**config.mk**
```make
export PLATFORM = sky130hd
export DESIGN_NAME = piecewise_linear_curve
export DESIGN_NICKNAME = d
export VERILOG_FILES = /design/src/hdl/plc_pkg.sv /design/src/hdl/piecewise_linear_curve.sv /design/src/hdl/plc_div.sv /design/src/hdl/plc_cell.sv /design/src/hdl/plc_eval.sv
export SDC_FILE = /design/constraint.sdc
export NUM_CORES = 2
export LEC_CHECK = 0
export CAP_MARGIN = 5
export CORE_MARGIN = 2
export CORE_UTILIZATION = 45
export CTS_CLUSTER_DIAMETER = 60
export CTS_CLUSTER_SIZE = 16
export DETAILED_ROUTE_END_ITERATION = 6
export DONT_BUFFER_PORTS = 1
export GPL_ROUTABILITY_DRIVEN = 0
export PLACE_DENSITY = 0.68
export SETUP_SLACK_MARGIN = 0.3
export SYNTH_ARGS = -nofsm -noshare
export SYNTH_HDL_FRONTEND = slang
export SYNTH_SLANG_ARGS = --single-unit
```
**constraint.sdc**
```tcl
create_clock -name clk_i -period 56.8 [get_ports clk_i]
set_input_delay 17.04 -clock clk_i [delete_from_list [all_inputs] [get_ports clk_i]]
set_output_delay 17.04 -clock clk_i [all_outputs]
set_load 0.005 [all_outputs]
```
**src/hdl/plc_pkg.sv**
```systemverilog
// Shared constants and types for the piecewise linear curve block.
// No dependencies; every other file in hdl/ imports this package.
`default_nettype none

package plc_pkg;

  localparam int MaxKnots      = 16;
  localparam int ValueBits     = 16;
  localparam int SlopeFracBits = 16;

  localparam int IdxBits    = 4;
  localparam int CountBits  = 5;
  localparam int MagBits    = ValueBits + SlopeFracBits;
  localparam int SlopeBits  = MagBits + 1;
  localparam int ProdBits   = MagBits + ValueBits;
  localparam int TotalBits  = ProdBits + 2;
  localparam int DivCntBits = $clog2(MagBits);

  localparam logic [CountBits-1:0] CountReset = CountBits'(2);
  localparam logic [CountBits-1:0] CountMin   = CountBits'(2);
  localparam logic [CountBits-1:0] CountMax   = CountBits'(MaxKnots);

  typedef enum logic [0:0] {
    OpEval = 1'b0,
    OpLoad = 1'b1
  } opcode_e;

  // Query beat as it travels down the knot chain, with the best segment so far.
  typedef struct packed {
    logic [ValueBits-1:0] qx;
    logic [ValueBits-1:0] x;
    logic [ValueBits-1:0] y;
    logic [SlopeBits-1:0] slope;
  } tok_t;

  // Per-cell control from the top level.
  typedef struct packed {
    logic knot_we;
    logic slope_we;
    logic active;
    logic first;
  } cell_ctl_t;

endpackage

`default_nettype wire

```
**src/hdl/piecewise_linear_curve.sv**
```systemverilog
// Piecewise linear curve: an evaluate beat walks a chain of MaxKnots knot cells, one
// cell a cycle while the pipe is not held, then three arithmetic stages. Evaluate
// beats stream in at one a cycle unless a held output, the divider or a count write
// stops the input. A load beat waits for the chain to empty and writes its knot at
// once. For any knot but the first it then runs the bit-serial slope divider, during
// which no beat is taken. A knot count write waits for the chain to empty and goes
// ahead of a waiting input beat. The output register lets the chain keep moving while
// it is free or being emptied.
// Depends on plc_pkg, plc_cell, plc_div and plc_eval.
`default_nettype none

module piecewise_linear_curve (
  input  logic                          clk_i,
  input  logic                          rst_ni,
  input  logic                          in_valid_i,
  output logic                          in_ready_o,
  input  logic                          opcode_i,
  input  logic [plc_pkg::IdxBits-1:0]   knot_index_i,
  input  logic [plc_pkg::ValueBits-1:0] knot_x_i,
  input  logic [plc_pkg::ValueBits-1:0] knot_y_i,
  input  logic [plc_pkg::ValueBits-1:0] query_x_i,
  output logic                          out_valid_o,
  input  logic                          out_ready_i,
  output logic [plc_pkg::ValueBits-1:0] mapped_y_o,
  output logic                          clipped_o,
  input  logic                          cfg_valid_i,
  output logic                          cfg_ready_o,
  input  logic [plc_pkg::CountBits-1:0] knot_count_i
);
  import plc_pkg::*;

  logic [CountBits-1:0] count_q;
  logic [CountBits-1:0] n_eff;
  logic [IdxBits-1:0]   tgt_q;

  logic adv, in_fire, load_fire, eval_fire, load_ok, cfg_fire;
  logic chain_busy;
  logic div_busy, div_done, div_start;
  logic [SlopeBits-1:0] div_slope;
  logic [IdxBits-1:0]   prev_idx;

  cell_ctl_t            ctl   [MaxKnots];
  logic                 vld   [MaxKnots+1];
  tok_t                 tok   [MaxKnots+1];
  logic [ValueBits-1:0] cx    [MaxKnots];
  logic [ValueBits-1:0] cy    [MaxKnots];
  logic [MaxKnots-1:0]  vld_vec;

  // Hold a count write until no query is left in the chain.
  assign cfg_ready_o = !chain_busy;
  assign cfg_fire    = cfg_valid_i && cfg_ready_o;

  always_ff @(posedge clk_i or negedge rst_ni) begin
    if (!rst_ni) begin
      count_q <= CountReset;
    end else if (cfg_fire) begin
      count_q <= knot_count_i;
    end
  end

  always_comb begin
    if (count_q < CountMin) begin
      n_eff = CountMin;
    end else if (count_q > CountMax) begin
      n_eff = CountMax;
    end else begin
      n_eff = count_q;
    end
  end

  // Hold the whole pipe while the output register is full and not being taken.
  assign adv        = !out_valid_o || out_ready_i;
  assign chain_busy = |vld_vec;
  assign in_ready_o = adv && !div_busy && !cfg_fire &&
                      ((opcode_i != OpLoad) || !chain_busy);
  assign in_fire    = in_valid_i && in_ready_o;
  assign load_fire  = in_fire && (opcode_i == OpLoad);
  assign eval_fire  = in_fire && (opcode_i == OpEval);
  assign load_ok    = load_fire && ({1'b0, knot_index_i} < (IdxBits + 1)'(MaxKnots));
  assign div_start  = load_ok && (knot_index_i != '0);
  assign prev_idx   = knot_index_i - 1'b1;

  always_ff @(posedge clk_i) begin
    if (div_start) begin
      tgt_q <= knot_index_i;
    end
  end

  plc_div u_div (
    .clk_i   (clk_i),
    .rst_ni  (rst_ni),
    .start_i (div_start),
    .x0_i    (cx[prev_idx]),
    .y0_i    (cy[prev_idx]),
    .x1_i    (knot_x_i),
    .y1_i    (knot_y_i),
    .busy_o  (div_busy),
    .done_o  (div_done),
    .slope_o (div_slope)
  );

  assign vld[0]       = eval_fire;
  assign tok[0].qx    = query_x_i;
  assign tok[0].x     = '0;
  assign tok[0].y     = '0;
  assign tok[0].slope = '0;

  for (genvar i = 0; i < MaxKnots; i++) begin : g_chain
    // A slope lands in the cell where its segment starts.
    assign ctl[i].knot_we  = load_ok && (knot_index_i == IdxBits'(i));
    assign ctl[i].slope_we = div_done && ((tgt_q - 1'b1) == IdxBits'(i));
    assign ctl[i].active   = {1'b0, n_eff} >= (CountBits + 1)'(i + 2);
    assign ctl[i].first    = (i == 0);
    assign vld_vec[i]      = vld[i+1];

    plc_cell u_knot (
      .clk_i    (clk_i),
      .rst_ni   (rst_ni),
      .adv_i    (adv),
      .ctl_i    (ctl[i]),
      .knot_x_i (knot_x_i),
      .knot_y_i (knot_y_i),
      .slope_i  (div_slope),
      .valid_i  (vld[i]),
      .tok_i    (tok[i]),
      .valid_o  (vld[i+1]),
      .tok_o    (tok[i+1]),
      .x_o      (cx[i]),
      .y_o      (cy[i])
    );
  end

  plc_eval u_eval (
    .clk_i      (clk_i),
    .rst_ni     (rst_ni),
    .adv_i      (adv),
    .valid_i    (vld[MaxKnots]),
    .tok_i      (tok[MaxKnots]),
    .valid_o    (out_valid_o),
    .mapped_y_o (mapped_y_o),
    .clipped_o  (clipped_o)
  );

`ifndef ASSERT_OFF
  a_load_on_empty_chain: assert property (@(posedge clk_i) disable iff (!rst_ni)
    load_fire |-> !chain_busy)
    else $error("load beat taken while queries were in the chain");

  a_div_excludes_queries: assert property (@(posedge clk_i) disable iff (!rst_ni)
    div_busy |-> !chain_busy)
    else $error("query in the chain while a slope was being computed");

  a_clip_at_rail: assert property (@(posedge clk_i) disable iff (!rst_ni)
    (out_valid_o && clipped_o) |-> (mapped_y_o == '0 || mapped_y_o == '1))
    else $error("clipped result not at a rail");
`endif

endmodule

`default_nettype wire

```
**src/hdl/plc_div.sv**
```systemverilog
// Bit-serial restoring divider for segment slopes, one quotient bit per cycle.
// Depends on plc_pkg.
`default_nettype none

module plc_div (
  input  logic                          clk_i,
  input  logic                          rst_ni,
  input  logic                          start_i,
  input  logic [plc_pkg::ValueBits-1:0] x0_i,
  input  logic [plc_pkg::ValueBits-1:0] y0_i,
  input  logic [plc_pkg::ValueBits-1:0] x1_i,
  input  logic [plc_pkg::ValueBits-1:0] y1_i,
  output logic                          busy_o,
  output logic                          done_o,
  output logic [plc_pkg::SlopeBits-1:0] slope_o
);
  import plc_pkg::*;

  typedef enum logic [1:0] {
    DivIdle,
    DivRun,
    DivDone
  } div_state_e;

  div_state_e            state_q;
  logic [DivCntBits-1:0] cnt_q;
  logic [ValueBits-1:0]  rem_q;
  logic [MagBits-1:0]    dvd_q;
  logic [ValueBits-1:0]  dx_q;
  logic                  neg_q;
  logic                  zero_q;

  logic                 dy_neg, dx_neg;
  logic [ValueBits-1:0] dy_mag, dx_mag;
  logic [ValueBits:0]   shifted;
  logic                 ge;
  logic [ValueBits:0]   rem_d;
  logic [SlopeBits-1:0] quot_ext;

  always_comb begin
    dy_neg  = y1_i < y0_i;
    dx_neg  = x1_i < x0_i;
    dy_mag  = dy_neg ? (y0_i - y1_i) : (y1_i - y0_i);
    dx_mag  = dx_neg ? (x0_i - x1_i) : (x1_i - x0_i);
    shifted = {rem_q, dvd_q[MagBits-1]};
    ge      = shifted >= {1'b0, dx_q};
    rem_d   = ge ? (shifted - {1'b0, dx_q}) : shifted;
  end

  always_ff @(posedge clk_i or negedge rst_ni) begin
    if (!rst_ni) begin
      state_q <= DivIdle;
      cnt_q   <= '0;
    end else begin
      case (state_q)
        DivIdle: begin
          if (start_i) begin
            state_q <= DivRun;
            cnt_q   <= '0;
          end
        end
        DivRun: begin
          cnt_q <= cnt_q + 1'b1;
          if (cnt_q == DivCntBits'(MagBits - 1)) begin
            state_q <= DivDone;
          end
        end
        DivDone: begin
          state_q <= DivIdle;
        end
        default: begin
          state_q <= DivIdle;
        end
      endcase
    end
  end

  // Datapath: the dividend shifts out at the top while quotient bits enter at the bottom.
  always_ff @(posedge clk_i) begin
    if (state_q == DivIdle && start_i) begin
      rem_q  <= '0;
      dvd_q  <= {dy_mag, {SlopeFracBits{1'b0}}};
      dx_q   <= dx_mag;
      neg_q  <= dy_neg != dx_neg;
      zero_q <= dx_mag == '0;
    end else if (state_q == DivRun) begin
      rem_q <= rem_d[ValueBits-1:0];
      dvd_q <= {dvd_q[MagBits-2:0], ge};
    end
  end

  always_comb begin
    quot_ext = {1'b0, dvd_q};
    if (zero_q) begin
      slope_o = '0;
    end else if (neg_q) begin
      slope_o = ~quot_ext + 1'b1;
    end else begin
      slope_o = quot_ext;
    end
  end

  assign busy_o = state_q != DivIdle;
  assign done_o = state_q == DivDone;

endmodule

`default_nettype wire

```
**src/hdl/plc_cell.sv**
```systemverilog
// One knot of the curve: holds x, y and the slope of the segment that starts here,
// and passes a query beat on to its neighbour. Depends on plc_pkg.
`default_nettype none

module plc_cell (
  input  logic                          clk_i,
  input  logic                          rst_ni,
  input  logic                          adv_i,
  input  plc_pkg::cell_ctl_t            ctl_i,
  input  logic [plc_pkg::ValueBits-1:0] knot_x_i,
  input  logic [plc_pkg::ValueBits-1:0] knot_y_i,
  input  logic [plc_pkg::SlopeBits-1:0] slope_i,
  input  logic                          valid_i,
  input  plc_pkg::tok_t                 tok_i,
  output logic                          valid_o,
  output plc_pkg::tok_t                 tok_o,
  output logic [plc_pkg::ValueBits-1:0] x_o,
  output logic [plc_pkg::ValueBits-1:0] y_o
);
  import plc_pkg::*;

  logic [ValueBits-1:0] x_q, y_q;
  logic [SlopeBits-1:0] slope_q;
  logic                 valid_q;
  tok_t                 tok_q;
  logic                 take;

  // The last qualifying knot wins, so a later cell simply overrides the candidate.
  assign take = ctl_i.active && (ctl_i.first || (x_q <= tok_i.qx));

  always_ff @(posedge clk_i) begin
    if (ctl_i.knot_we) begin
      x_q <= knot_x_i;
      y_q <= knot_y_i;
    end
    if (ctl_i.slope_we) begin
      slope_q <= slope_i;
    end
  end

  always_ff @(posedge clk_i or negedge rst_ni) begin
    if (!rst_ni) begin
      valid_q <= 1'b0;
    end else if (adv_i) begin
      valid_q <= valid_i;
    end
  end

  always_ff @(posedge clk_i) begin
    if (adv_i) begin
      tok_q.qx    <= tok_i.qx;
      tok_q.x     <= take ? x_q : tok_i.x;
      tok_q.y     <= take ? y_q : tok_i.y;
      tok_q.slope <= take ? slope_q : tok_i.slope;
    end
  end

  assign valid_o = valid_q;
  assign tok_o   = tok_q;
  assign x_o     = x_q;
  assign y_o     = y_q;

endmodule

`default_nettype wire

```
**src/hdl/plc_eval.sv**
```systemverilog
// Interpolation back end: magnitudes, product, rounding and saturation,
// ending in the output register. Depends on plc_pkg.
`default_nettype none

module plc_eval (
  input  logic                          clk_i,
  input  logic                          rst_ni,
  input  logic                          adv_i,
  input  logic                          valid_i,
  input  plc_pkg::tok_t                 tok_i,
  output logic                          valid_o,
  output logic [plc_pkg::ValueBits-1:0] mapped_y_o,
  output logic                          clipped_o
);
  import plc_pkg::*;

  localparam logic [TotalBits-1:0] RoundHalf = TotalBits'(1) << (SlopeFracBits - 1);

  logic                 va_q, vb_q, vo_q;
  logic [MagBits-1:0]   mag_s_q;
  logic [ValueBits-1:0] mag_d_q;
  logic                 pneg_a_q, pneg_b_q;
  logic [ValueBits-1:0] ya_q, yb_q;
  logic [ProdBits-1:0]  prod_q;
  logic [ValueBits-1:0] mapped_q;
  logic                 clip_q;

  logic                 s_neg, d_neg;
  logic [SlopeBits-1:0] slope_neg;
  logic [MagBits-1:0]   mag_s;
  logic [ValueBits-1:0] mag_d;
  logic [TotalBits-1:0] base_e, prod_e, total;
  logic                 over;
  logic [ValueBits-1:0] mapped_d;
  logic                 clip_d;

  always_comb begin
    s_neg     = tok_i.slope[SlopeBits-1];
    slope_neg = ~tok_i.slope + 1'b1;
    mag_s     = s_neg ? slope_neg[MagBits-1:0] : tok_i.slope[MagBits-1:0];
    d_neg     = tok_i.qx < tok_i.x;
    mag_d     = d_neg ? (tok_i.x - tok_i.qx) : (tok_i.qx - tok_i.x);
  end

  always_comb begin
    base_e = {{(TotalBits - MagBits){1'b0}}, yb_q, {SlopeFracBits{1'b0}}};
    prod_e = {{(TotalBits - ProdBits){1'b0}}, prod_q};
    total  = base_e + (pneg_b_q ? (~prod_e + 1'b1) : prod_e) + RoundHalf;
    over   = |total[TotalBits-2:MagBits];
    if (total[TotalBits-1]) begin
      mapped_d = '0;
      clip_d   = 1'b1;
    end else if (over) begin
      mapped_d = '1;
      clip_d   = 1'b1;
    end else begin
      mapped_d = total[MagBits-1:SlopeFracBits];
      clip_d   = 1'b0;
    end
  end

  always_ff @(posedge clk_i or negedge rst_ni) begin
    if (!rst_ni) begin
      va_q <= 1'b0;
      vb_q <= 1'b0;
      vo_q <= 1'b0;
    end else if (adv_i) begin
      va_q <= valid_i;
      vb_q <= va_q;
      vo_q <= vb_q;
    end
  end

  always_ff @(posedge clk_i) begin
    if (adv_i) begin
      mag_s_q  <= mag_s;
      mag_d_q  <= mag_d;
      pneg_a_q <= s_neg != d_neg;
      ya_q     <= tok_i.y;
      prod_q   <= {{ValueBits{1'b0}}, mag_s_q} * {{MagBits{1'b0}}, mag_d_q};
      pneg_b_q <= pneg_a_q;
      yb_q     <= ya_q;
      mapped_q <= mapped_d;
      clip_q   <= clip_d;
    end
  end

  assign valid_o    = vo_q;
  assign mapped_y_o = mapped_q;
  assign clipped_o  = clip_q;

endmodule

`default_nettype wire

```
# After elaboration in Yosys (flattened, before gate mapping)
# Index checks and enable logic that the tools add are counted.
# W data, S select, Z words.
[totals]
reg_bits = 2584
latch_bits = 0
ramBits = 0
rom_bits = 0
inputBits = 63
output_inout_bits = 20
mem_count = 0
[op_classes]
n_addsub = 15
multipliers = 1
div_mod_pow = 0
n_lt_le_gt_ge = 38
eq_ne = 37
shift = 0
muxes = 70
bitwise_logic = 5
reduce_logical = 74
[ops]
columns = ["operator", "n"]
rows = [
  ["$mux W16", 39],
  ["$mux W33", 17],
  ["$le A16 B16 Y1", 15],
  ["$bmux W16 S4", 2],
  ["$sub A16 B16 Y16", 7],
  ["$mux W32", 3],
  ["$eq A4 B4 Y1 const B", 16],
  ["$logic_and A1 B1 Y1", 56],
  ["$add A32 B50 Y50", 1],
  ["$add A50 B1 Y50 const B", 1],
  ["$add A50 B16 Y50 const B", 1],
  ["$mux W50", 1],
  ["$not A48 Y50", 1],
  ["$lt A16 B16 Y1", 3],
  ["$mul A32 B16 Y48", 1],
  ["$ge A5 B4 Y1 const B", 8],
  ["$add A33 B1 Y33 const B", 1],
  ["$not A32 Y33", 1],
  ["$add A32 B1 Y32 const B", 1],
  ["$eq A4 B3 Y1 const B", 8],
  ["$not A32 Y32", 1],
  ["$ge A5 B3 Y1 const B", 4],
  ["$ge A17 B16 Y1", 1],
  ["$reduce_or A17 Y1", 1],
  ["other kinds (29)", 50],
]

# Depth between registers and ports, before layout
[depth]
word_depth = 11
ltp_mapped = 26
depth_no_buf = 25

# By module
# Synthesis repeated with hierarchy kept, for this count alone.
[unflattened]
cells_unflattened = 12368
hier_area_um2 = 146102.6
[modules_own_cells]
columns = ["module", "instances", "cells_each", "area_per_inst_um2"]
rows = [
  ["plc_cell", 16, 524, 6802.8],
  ["plc_eval", 1, 2638, 24896.4],
  ["plc_div", 1, 926, 7383.3],
  ["piecewise_linear_curve", 1, 420, 4978.5],
]

# Worst setup path before layout
# Ideal clock, no wire load.
[synth_path]
path_kind = "input to register"
start = "input port out_ready_i"
end = "register g_chain[0].u_knot.tok_q, in the netlist g_chain[0].u_knot.tok_o[0], enable pin"
setup_time_ns = 1.768
arrival_ns = 44.957
required_time_ns = 55.032
path_slack_ns = 10.075
path_stages = 3
path_buffers = 1
path_cell_list = "nor2b_1 clkbuf_1 inv_1"
[synth_between]
elab_chain_len = 1
[synth_rtl]
columns = ["element", "line_no", "rtl"]
rows = [
  ["start: declaration", "piecewise_linear_curve.sv:23", "input logic out_ready_i,"],
  ["$logic_or A1 B1 Y1", "piecewise_linear_curve.sv:72", "assign adv = !out_valid_o || out_ready_i;"],
  ["end: declaration", "plc_cell.sv:25", "tok_t tok_q;"],
]
# Every way passes these cells.
# A chain may end at the register's enable or synchronous reset.

# Worst setup path in the final report
[layout_path]
start = "input port cfg_valid_i"
end = "output port in_ready_o"
[layout_between]
elab_chain_len = 4
[layout_rtl]
columns = ["element", "line_no", "rtl"]
rows = [
  ["start: declaration", "piecewise_linear_curve.sv:26", "input logic cfg_valid_i,"],
  ["$logic_and A1 B1 Y1", "piecewise_linear_curve.sv:51", "assign cfg_fire = cfg_valid_i && cfg_ready_o;"],
  ["$logic_not A1 Y1", "piecewise_linear_curve.sv:74", "assign in_ready_o = adv && !div_busy && !cfg_fire &&"],
  ["$logic_and A1 B1 Y1 (2 in a row)", "piecewise_linear_curve.sv:74", ""],
  ["end: declaration", "piecewise_linear_curve.sv:16", "output logic in_ready_o,"],
]
# Every way passes these cells.

==> impl_metrics.yaml <==
floorplanning:
  die_y_um: 528
  start_util_pct: 45.2
  coreArea_um2: 273000
  rows: 192
  die_w_um: 528
  dieArea_um2: 278000
  io_pins: 83
detailed_routing:
  drtPass1Iterations: 5
  drt-initial-drc-count: 5365
  drt_wl_total_um: 271000
  drcViolationCount: 0
  ant_nets: 0
  post_drt_wl_per_cell_um: 23.1
  via_count: 65000
  avgViaCountPerCell: 5.54
timing:
  hold_viol_final: 0
  maxSlewHeadroom_pct: 15.8
  tightest_slew_ns: 1.26
  max_clock_freq_ghz: 0.0284
  skew_ns: 0.0703
  period_minus_slack_ns: 35.19
  final.setup.tns_ns: 0
  setup_viol_count_final: 0
  period_share_pct: 61.9
  fin_hold_ws_ns: 0.370
  slew_violations: 0
  rsz0062_at_grt: "no"
yosys:
  async_flop_share_pct: 1.22
  ys_types: 89
  synthFlopType: "edfxtp_1"
  synth.most_common_cell: "edfxtp_1"
  synth_warnings: 0
  netlist_area_um2: 123000
  synth.top_cells.by_count: "edfxtp_1, mux2_2, inv_1"
  syn_nets: 9115
  synth-seq-area-share_pct: 61.7
  syn-mean-instance-area_um2: 15.1
  synth_top_cell_area_share_pct: 60.5
  synth-edff-count: 2488
  synthCells: 8149
  yosysTopAreaCell: "edfxtp_1"
  synth.area.top_cells: "edfxtp_1, mux2_2, fa_1"
  synth_seq_cells: 2551
clock_tree:
  holdBufCountCts: 0
  clock_path_buffers: 4
  cts_resized: 0
  numCtsBuffers: 202
  clock-root-buffer: "clkbuf_16"
  post-cts-setup-buffers: 0
  clkLatencyLatePin_ns: 0.87
  cts_tree: "yes"
  cts_max_level: 4
  cts.sinks: 2551
  path_clk_slew_ns: 0.07
critical_path:
  crit_fanout: 6
  worstPathCellList: "nand2_1 -> o21ai_0 -> nor4_1"
  crit_arrival_ns: 18.15
  worst-r2r-cell-count: 23
  cpPeakStageDelay_ns: 0.50
  endpoint_kind: "output pin"
  r2r_end: "u_eval.prod_q[41]"
  cpMaxStageDelayCell: "nor4_1"
  r2r_start: "u_eval.mag_s_q[9]"
  start_kind: "input pin"
  critPathKind: "input pin to output pin"
  critPathRequiredTime_ns: 39.76
  reg2reg_setup_slack_ns: 48.82
global_route:
  grt_pass1_vias: 67900
  grt_max_degree: 190
  grt_pass1_wl_um: 413000
  grt_usage_pct: 19.4
  overflow: 0
  antenna_found_initial: 16
placement:
  place_area_um2: 128000
  port-buffer-count: 0
  dp_hpwl_um: 179000
final_layout:
  drive_gt1_share_pct: 19.2
  nets: 9019
  postLayoutCellArea_um2: 133000
  synthToLayoutAreaGrowth_pct: 8.07
min_path:
  hold_path_depth: 0
  min_to: "g_chain[0].u_knot.tok_o[24]"
  hp-start: "g_chain[0].u_knot.slope_q[24]"
  hold_path_class: "flip-flop to flip-flop"
outcome:
  outcome: "finished clean"
flow_run:
  maxCapViolations: 0
[cell families after synthesis]
logic type | count (synthesis) | share of synthesized area (%)
buf+inv | 1271 | 3.87
mux | 1145 | 11.9
simple gates | 1245 | 5.10
compound gates | 828 | 4.29
flops | 2551 | 61.7
fa+ha+maj | 903 | 11.7
xor+xnor | 206 | 1.46
[flip-flops by register name (all words and copies together) (netlist names), 2 cells and up]
name,cells
u_eval.ya_q,16
g_chain.u_knot.slope_q,495
g_chain.u_knot.y_o,256
u_eval.mag_d_q,16
g_chain.u_knot.tok_o,1296
u_div.rem_q,16
u_eval.mapped_y_o,16
u_eval.prod_q,48
u_eval.mag_s_q,32
g_chain.u_knot.valid_o,16
tgt_q,4
u_eval.yb_q,16
u_div.dx_q,16
count_q,5
u_div.cnt_q,5
u_div.state_q,2
g_chain.u_knot.x_o,256
u_div.dvd_q,32
[placed cells by master, fill, tap and decap left out, drive strengths merged, types with 16 or more instances in the layout]
cell and count:
a211oi 18, a21o 126, a21oi 213, and2 225, and3 17, buf 128, clkbuf 232, clkinv 19
dfrtp 30, dfxtp 32, edfxtp 2488, fa 426, ha 477, inv 858, mux2 938, mux2i 47
mux4 160, nand2 476, nand2b 54, nand3 44, nand4 65, nor2 144, nor2b 55, nor3 36
nor4 41, o21a 75, o21ai 215, o21bai 30, o31ai 31, o41ai 16, or3 26, or4 17
xnor2 129, xor2 77
[critical path, delay by kind of cell]
family | cells | cell delay (ns)
and+or+nand+nor | 2 | 0.93
AOI/OAI and AO/OA | 1 | 0.18
[metrics by stage]
stage,utilization [%],setup WS (ns),instances
finish,48.8,21.61,11700
detailed placement,46.7,21.58,11400
global placement,46.7,21.61,11400
CTS,48.8,21.58,11700
floorplan,-,10.08,8149
global route,48.8,21.55,11700
[worst max-delay path by stage]
| stage | startpoint | endpoint | slack, ns | cells after the start |
|---|---|---|---|---|
| after floorplan | out_ready_i | g_chain[0].u_knot.tok_o[0] | 10.08 | 3 |
| after global placement | cfg_valid_i | in_ready_o | 21.61 | 3 |
| after detailed placement | cfg_valid_i | in_ready_o | 21.58 | 3 |
| after CTS | cfg_valid_i | in_ready_o | 21.58 | 3 |
| after global routing | cfg_valid_i | in_ready_o | 21.55 | 3 |
| final | cfg_valid_i | in_ready_o | 21.61 | 3 |
[layout make-up]
type | count | area, um^2
clock inverter | 42 | 469
clock buffer | 232 | 5210
sequential | 2551 | 76100
tap | 3589 | 4490
inverter | 843 | 3170
multi-input combinational | 4327 | 42900
antenna | 5 | 12.5
fill | 22600 | 140000
timing repair buffer | 128 | 986
[metal layers]
metal  up-vias  share of wire [%]  track usage [%]
met5         -              0.013                0
met4         6                3.2             6.16
met3       471                5.3             2.59
met2      1741                 51             34.1
met1     33600                 40             24.8
li1      29100                  -                -
Power is not shown: default switching activity piles up to over one toggle a cycle in this logic, so the estimate is an artifact.
